### config.mk
export PLATFORM = sky130hd
export DESIGN_NAME = sync_header_frame_parser_unit
export DESIGN_NICKNAME = d
export VERILOG_FILES = /design/src/rtl/shfp_pkg.sv /design/src/rtl/shfp_step.sv /design/src/rtl/sync_header_frame_parser_unit.sv
export SDC_FILE = /design/constraint.sdc
export NUM_CORES = 1
export LEC_CHECK = 0
export ABC_AREA = 1
export BUFFER_PORTS_ARGS = -buffer_cell sky130_fd_sc_hd__buf_4
export CORE_UTILIZATION = 32
export DETAILED_ROUTE_END_ITERATION = 12
export GPL_TIMING_DRIVEN = 1
export PLACE_DENSITY_LB_ADDON = 0.15
export SKIP_CTS_REPAIR_TIMING = 1
export SYNTH_ARGS = -nofsm -noshare
export SYNTH_HDL_FRONTEND = slang
export SYNTH_SLANG_ARGS = --single-unit
### constraint.sdc
create_clock -name clock -period 2.3 [get_ports clock]
set_clock_uncertainty 0.15 [all_clocks]
set_input_delay 0.23 -clock clock [delete_from_list [all_inputs] [get_ports clock]]
set_output_delay 0.23 -clock clock [all_outputs]
set_load 0.01 [all_outputs]
### src/rtl/shfp_pkg.sv
// Shared types and codes for the sync header frame parser.
// No dependencies; imported by shfp_step and the top level.
`default_nettype none

package shfp_pkg;

   localparam int BYTE_W   = 8;
   localparam int LEN_W    = 5;
   localparam int INDEX_W  = 4;
   localparam int STATUS_W = 3;
   localparam int PHASE_W  = 2;
   localparam int COUNT_W  = 4;
   localparam int TABLE_W  = 40;
   localparam int SYNC_W   = 16;
   localparam int CSR_IDX_W = 2;
   localparam int CSR_DATA_W = 40;
   localparam int CODE_W   = 3;   // table holds eight commands

   // parse phases
   localparam logic [PHASE_W-1:0] PH_SYNC_HI = 2'd0;
   localparam logic [PHASE_W-1:0] PH_SYNC_LO = 2'd1;
   localparam logic [PHASE_W-1:0] PH_CMD     = 2'd2;
   localparam logic [PHASE_W-1:0] PH_DATA    = 2'd3;

   // result status codes
   localparam logic [STATUS_W-1:0] ST_HUNT    = 3'd0;
   localparam logic [STATUS_W-1:0] ST_SYNC    = 3'd1;
   localparam logic [STATUS_W-1:0] ST_PAYLOAD = 3'd2;
   localparam logic [STATUS_W-1:0] ST_REJECT  = 3'd3;
   localparam logic [STATUS_W-1:0] ST_ACCEPT  = 3'd4;

   // register indexes
   localparam logic [CSR_IDX_W-1:0] CSR_SYNC_WORD   = 2'd0;
   localparam logic [CSR_IDX_W-1:0] CSR_CMD_COUNT   = 2'd1;
   localparam logic [CSR_IDX_W-1:0] CSR_LEN_TABLE   = 2'd2;

   typedef struct packed {
      logic [PHASE_W-1:0] phase;
      logic [LEN_W-1:0]   count;
      logic [LEN_W-1:0]   target;
      logic [BYTE_W-1:0]  command;
   } shfp_state_type;

   typedef struct packed {
      logic [SYNC_W-1:0]  sync_word;
      logic [COUNT_W-1:0] command_count;
      logic [TABLE_W-1:0] length_table;
   } shfp_cfg_type;

   typedef struct packed {
      logic [STATUS_W-1:0] status;
      logic [BYTE_W-1:0]   command;
      logic [BYTE_W-1:0]   payload_byte;
      logic [INDEX_W-1:0]  payload_index;
      logic                frame_done;
   } shfp_result_type;

endpackage

`default_nettype wire

### src/rtl/shfp_step.sv
// Per-byte parse logic: next parser state and the result for one byte.
// Depends on shfp_pkg.
`default_nettype none

module shfp_step #(
   parameter int MAX_COMMANDS = 8,
   parameter int MAX_PAYLOAD  = 16
) (
   input  wire  shfp_pkg::shfp_state_type  state_cur,
   input  wire  shfp_pkg::shfp_cfg_type    cfg,
   input  wire  logic [shfp_pkg::BYTE_W-1:0] rx_byte,
   output shfp_pkg::shfp_state_type        state_next,
   output shfp_pkg::shfp_result_type       result
);
   import shfp_pkg::*;

   localparam logic [COUNT_W-1:0] CMD_MAX = COUNT_W'(MAX_COMMANDS);
   localparam logic [LEN_W-1:0]   PAY_MAX = LEN_W'(MAX_PAYLOAD);

   logic [COUNT_W-1:0] cmd_limit;
   logic [LEN_W-1:0]   raw_len;
   logic [LEN_W-1:0]   cmd_len;
   logic [LEN_W-1:0]   count_inc;
   logic               cmd_ok;

   assign cmd_limit = (cfg.command_count > CMD_MAX) ? CMD_MAX : cfg.command_count;
   assign cmd_ok    = rx_byte < {{(BYTE_W-COUNT_W){1'b0}}, cmd_limit};
   assign raw_len   = cfg.length_table[LEN_W*rx_byte[CODE_W-1:0] +: LEN_W];
   assign cmd_len   = (raw_len > PAY_MAX) ? PAY_MAX : raw_len;
   assign count_inc = state_cur.count + LEN_W'(1);

   always_comb begin
      state_next           = state_cur;
      result.status        = ST_HUNT;
      result.payload_byte  = '0;
      result.payload_index = '0;
      result.frame_done    = 1'b0;
      case (state_cur.phase)
         PH_SYNC_HI: begin
            if (rx_byte == cfg.sync_word[SYNC_W-1:BYTE_W]) begin
               state_next.phase = PH_SYNC_LO;
            end
         end
         PH_SYNC_LO: begin
            if (rx_byte == cfg.sync_word[BYTE_W-1:0]) begin
               state_next.phase = PH_CMD;
               result.status    = ST_SYNC;
            end else begin
               state_next.phase = PH_SYNC_HI;
            end
         end
         PH_CMD: begin
            state_next.command = rx_byte;
            if (cmd_ok) begin
               result.status     = ST_ACCEPT;
               state_next.target = cmd_len;
               state_next.count  = '0;
               if (cmd_len == '0) begin
                  // empty payload: frame ends on the command byte
                  result.frame_done = 1'b1;
                  state_next.phase  = PH_SYNC_HI;
               end else begin
                  state_next.phase = PH_DATA;
               end
            end else begin
               result.status    = ST_REJECT;
               state_next.phase = PH_SYNC_HI;
            end
         end
         PH_DATA: begin
            result.status        = ST_PAYLOAD;
            result.payload_byte  = rx_byte;
            result.payload_index = state_cur.count[INDEX_W-1:0];
            state_next.count     = count_inc;
            if (count_inc >= state_cur.target) begin
               result.frame_done = 1'b1;
               state_next.phase  = PH_SYNC_HI;
            end
         end
         default: begin
            state_next.phase = PH_SYNC_HI;
         end
      endcase
      result.command = state_next.command;
   end

endmodule

`default_nettype wire

### src/rtl/sync_header_frame_parser_unit.sv
// Sync header frame parser: a request byte passes through the input register,
// then the result register, before its response is offered.
// Throughput is one byte per cycle while rsp_ready holds; the parse step is
// combinational and the phase/count registers update on each advance.
// Reset (synchronous, active high) clears the config registers, the parser
// state and both valid flags; no clearing pass is needed.
// Top level; depends on shfp_pkg and shfp_step.
`default_nettype none

module sync_header_frame_parser_unit #(
   parameter int MAX_COMMANDS = 8,
   parameter int MAX_PAYLOAD  = 16
) (
   input  wire  logic                                clock,
   input  wire  logic                                reset,
   // request channel
   input  wire  logic                                req_valid,
   output logic                                      req_ready,
   input  wire  logic [shfp_pkg::BYTE_W-1:0]         req_rx_byte,
   // response channel
   output logic                                      rsp_valid,
   input  wire  logic                                rsp_ready,
   output logic [shfp_pkg::STATUS_W-1:0]             rsp_status,
   output logic [shfp_pkg::BYTE_W-1:0]               rsp_command,
   output logic [shfp_pkg::BYTE_W-1:0]               rsp_payload_byte,
   output logic [shfp_pkg::INDEX_W-1:0]              rsp_payload_index,
   output logic                                      rsp_frame_done,
   // configuration write port
   input  wire  logic                                csr_write_enable,
   input  wire  logic [shfp_pkg::CSR_IDX_W-1:0]      csr_index,
   input  wire  logic [shfp_pkg::CSR_DATA_W-1:0]     csr_write_data
);
   import shfp_pkg::*;

   // config registers
   shfp_cfg_type cfg_ff;

   // input stage
   logic              in_valid_ff;
   logic [BYTE_W-1:0] in_byte_ff;

   // parser state
   shfp_state_type state_ff;
   shfp_state_type state_in;

   // result stage
   logic            out_valid_ff;
   shfp_result_type out_ff;
   shfp_result_type out_in;

   logic advance;

   // input byte moves to the result register when that slot is free or drains
   assign advance   = in_valid_ff && (!out_valid_ff || rsp_ready);
   assign req_ready = !in_valid_ff || advance;

   always_ff @(posedge clock) begin
      if (reset) begin
         cfg_ff <= '0;
      end else if (csr_write_enable) begin
         case (csr_index)
            CSR_SYNC_WORD: cfg_ff.sync_word     <= csr_write_data[SYNC_W-1:0];
            CSR_CMD_COUNT: cfg_ff.command_count <= csr_write_data[COUNT_W-1:0];
            CSR_LEN_TABLE: cfg_ff.length_table  <= csr_write_data[TABLE_W-1:0];
            default: ;  // unmapped index, write dropped
         endcase
      end
   end

   always_ff @(posedge clock) begin
      if (reset) begin
         in_valid_ff <= 1'b0;
      end else if (req_ready) begin
         in_valid_ff <= req_valid;
      end
   end

   always_ff @(posedge clock) begin
      if (req_valid && req_ready) begin
         in_byte_ff <= req_rx_byte;
      end
   end

   shfp_step #(
      .MAX_COMMANDS (MAX_COMMANDS),
      .MAX_PAYLOAD  (MAX_PAYLOAD)
   ) u_step (
      .state_cur  (state_ff),
      .cfg        (cfg_ff),
      .rx_byte    (in_byte_ff),
      .state_next (state_in),
      .result     (out_in)
   );

   // parser state only moves when the byte is handed to the result stage
   always_ff @(posedge clock) begin
      if (reset) begin
         state_ff <= '{phase: PH_SYNC_HI, count: '0, target: '0, command: '0};
      end else if (advance) begin
         state_ff <= state_in;
      end
   end

   always_ff @(posedge clock) begin
      if (reset) begin
         out_valid_ff <= 1'b0;
      end else if (advance) begin
         out_valid_ff <= 1'b1;
      end else if (rsp_ready) begin
         out_valid_ff <= 1'b0;
      end
   end

   always_ff @(posedge clock) begin
      if (advance) begin
         out_ff <= out_in;
      end
   end

   assign rsp_valid         = out_valid_ff;
   assign rsp_status        = out_ff.status;
   assign rsp_command       = out_ff.command;
   assign rsp_payload_byte  = out_ff.payload_byte;
   assign rsp_payload_index = out_ff.payload_index;
   assign rsp_frame_done    = out_ff.frame_done;

   // frame end only on a payload byte or an empty accepted command
   assert property (@(posedge clock) disable iff (reset)
      (rsp_valid && rsp_frame_done) |-> (rsp_status == ST_PAYLOAD || rsp_status == ST_ACCEPT))
      else $error("frame_done with wrong status");

   // payload fields are zero outside payload transfers
   assert property (@(posedge clock) disable iff (reset)
      (rsp_valid && rsp_status != ST_PAYLOAD) |->
         (rsp_payload_byte == '0 && rsp_payload_index == '0))
      else $error("payload fields set outside payload");

   // data phase is only entered with a nonzero target
   assert property (@(posedge clock) disable iff (reset)
      (state_ff.phase == PH_DATA) |-> (state_ff.target != '0))
      else $error("data phase with zero length");

   // the parser state holds while no byte advances
   assert property (@(posedge clock) disable iff (reset)
      !advance |=> $stable(state_ff))
      else $error("parser state moved without a byte");

endmodule

`default_nettype wire

==> impl_metrics.csv <==
group,metric,value,unit
run_status,outcome,"finished with violations",
run_status,violations,"hold timing",
cts,clock_sinks,114,
critical_path,rrSetupSlack,180,ps
global_route,gr-total-overflow,0,
critical_path,cp.arrival,2260,ps
final_layout,stdcell_count,962,
sta,hold_violations,9,
global_route,grt_pass1_vias,4263,
cts,clockBufferDepth,2,
logic_synthesis,synth_area_leader_cell,"dfxtp_1",
drt,route.detailed.drc,0,
logic_synthesis,synth_area_leaders,"dfxtp_1 (33%), edfxtp_1 (19%), o21ai_0 (6.9%)",
sta,tightest_slew,542,ps
final_layout,fin_util,0.446,
placed_design,postPlaceCellArea,5880,sq um
drt,routed_wl,13000,microns
power,ir_drop,0.495,mV
power,power.switching,1.16,mW
placed_design,io_buffers,80,
power,power_density,739,nW/um^2
final_layout,nets,802,
power,seq_power_share,0.437,
placed_design,gp_congestion,0.808,
cts,cts_buffers,17,
flow_run,maxCapViolations,0,
die,rows,45,
critical_path,worstSetupPathType,"reg2reg",
power,leakagePower,2.90,nW
die,die_w,127,microns
die,start_util,0.328,
cts,insertion_delay,410,ps
critical_path,r2r-end,"state_ff[19]$_SDFFE_PP0P_",
final_layout,fillerInstances,1554,
sta,maxSlewHeadroom,0.637,
final_layout,multi_input_area,1960,sq um
drt,drt_iter0_drc,260,
logic_synthesis,postSynth.asyncResetShare,0,
sta,slew_violations,0,
placed_design,place_inst,890,
die,core,15300,sq um
hold_path,whs_path_depth,3,
critical_path,path_cells,"ha_2, nand3_1, xnor2_1, ha_1, a21oi_1, nand4_1, o21ai_1, a21oi_1, nand2_1, a21oi_1",
critical_path,cp_common_cell,"a21oi_1",
critical_path,r2r-start,"state_ff[14]$_SDFFE_PP0P_",
logic_synthesis,synth_area,5010,sq um
logic_synthesis,synth_area_per_cell,8.20,sq um
die,dieArea,16200,sq um
logic_synthesis,synth_edf_count,32,
logic_synthesis,syn-num-nets,675,
power,p_sw_frac,0.230,
power,p_comb_frac,0.102,
die,fp.dieH,127,microns
critical_path,slowest_delay,350,ps
critical_path,cp_slowest_cell,"dfxtp_1",
hold_path,hold_path_startpoint,"csr_write_data[34]",
critical_path,start_kind,"register",
sta,timing.fmax,471,MHz
logic_synthesis,synth-main-ff-cell,"dfxtp_1",
cts,htree_num_levels,4,
drt,wl_per_cell,13.5,microns
placed_design,hpwl,9100,microns
final_layout,n_antenna_cell,0,
final_layout,final_area,6810,sq um
power,p_int,3.87,mW
sta,timing.hold.ws,-35.9,ps
global_route,grt_pass1_wl,20800,microns
logic_synthesis,synth_cells,611,
sta,fin_crit,2120,ps
logic_synthesis,synth_most_common_cell,"nand2_1",
cts,cts_tree,"done",
cts,cts_root_buf,"clkbuf_16",
critical_path,critPathBufInv,0,
drt,postRouteAntennaNets,0,
global_route,grt_start_max_net_pins,62,
power,p_total,5.03,mW
sta,setup_viol,0,
drt,drt_pass1_iterations,4,
sta,setup_tns,0,ps
final_layout,layout.area.seq,2600,sq um
drt,num_vias,4413,
logic_synthesis,synth_top_area_share,0.328,
critical_path,worstPathRequired,2440,ps
cts,path_clk_slew,50,ps
critical_path,end_kind,"register",
logic_synthesis,synth.ff_latch_count,114,
final_layout,syn2layout_area_growth,35.8,%
critical_path,reg2reg_depth,10,
logic_synthesis,synth_common_cells,"nand2_1 (89), dfxtp_1 (82), inv_1 (82)",
drt,vias_per_cell,4.59,
sta,rsz0062_at_grt,"false",
final_layout,drive_above_1_share,0.184,
die,num_io_pins,81,
power,p_clk_frac,0.462,
critical_path,crit_path_max_fanout,3,
logic_synthesis,synth.yosys.seq_area_share,0.519,
hold_path,hp-class,"in2reg",
logic_synthesis,ys_types,34,
logic_synthesis,ys.warnings.count,0,
sta,period_share,0.923,
hold_path,hold_path_end,"cfg_ff[34]$_SDFFE_PP0P_",
global_route,grt_usage,0.169,
global_route,antenna_found_initial,0,
critical_path,crit_family,"compound AO/OA/AOI/OAI gates",
## routing by layer
metal,track usage,vias to the layer above,share of wire
li1,-,2270,-
met1,0.208,2043,0.47
met2,0.274,75,0.47
met3,0.0515,25,0.036
met4,0.0763,0,0.023
met5,0,-,0
## cell families after synthesis
kind of cell,Yosys count,share of synthesized area
XOR/XNOR,10,0.0175
AO/OA/AOI/OAI,148,0.158
flip-flops,114,0.519
adder cells (fa/ha/maj),9,0.0225
AND/OR/NAND/NOR,215,0.192
buffers and inverters,115,0.0914
## cell usage in the layout, fill, tap and decap left out, types with 6 or more instances in the layout
cell type	instances
nand3_1	42
xor2_1	7
o21ai_0	68
a211oi_1	14
inv_1	82
edfxtp_1	32
nand2_1	89
dlygate4sd3_1	40
nand4_1	6
a21oi_1	58
clkinv_1	8
ha_1	8
buf_4	95
dfxtp_1	81
nor2_1	59
clkbuf_16	17
## power by group through the flow
stage	Sequential [mW]	Combinational (mW)	Clock [mW]
after CTS	2.20	0.462	2.38
after floorplan	2.24	0.254	0
after global placement	2.24	0.455	0
after global routing	2.21	0.575	2.48
final	2.20	0.511	2.32
after detailed placement	2.24	0.459	0
## flip-flops by register name, indices dropped and copies added, names as in the netlist
register and cells:
rsp_valid 1, cfg_ff 60, state_ff 20, rsp_status 3, rsp_payload_index 4, rsp_payload_byte 8
rsp_command 8, in_valid_ff 1, in_byte_ff 8, rsp_frame_done 1
## cell type report
type	instances	share of cell area
Clock inverter	10	0.00974
Inverter	87	0.0480
Tap cell	211	0.0388
Clock buffer	22	0.0667
Timing Repair Buffer	136	0.167
Multi-Input combinational cell	382	0.288
Sequential cell	114	0.382
## stage by stage
stage	setup slack, ps	hold WS (ps)
after floorplan	307	158
after global placement	175	260
after detailed placement	116	259
after CTS	91.0	-176
after global routing	30.4	0.915
final	176	-35.9
## how the worst max path moves through the flow
stage	start	endpoint	slack (ps)	depth (start not counted)
floorplan	state_ff[13]$_SDFFE_PP0P_	state_ff[19]$_SDFFE_PP0P_	310	12
global placement	state_ff[13]$_SDFFE_PP0P_	state_ff[19]$_SDFFE_PP0P_	170	12
detailed placement	state_ff[13]$_SDFFE_PP0P_	state_ff[19]$_SDFFE_PP0P_	120	12
CTS	state_ff[13]$_SDFFE_PP0P_	state_ff[19]$_SDFFE_PP0P_	90	10
global route	state_ff[14]$_SDFFE_PP0P_	state_ff[19]$_SDFFE_PP0P_	30	12
finish	state_ff[14]$_SDFFE_PP0P_	state_ff[19]$_SDFFE_PP0P_	180	10
## worst min-delay path, stage by stage
cell and delay (ps):
buf_4 80, o21ai_0 70, a21oi_1 110
No activity file was read; power rests on OpenSTA's default activity.
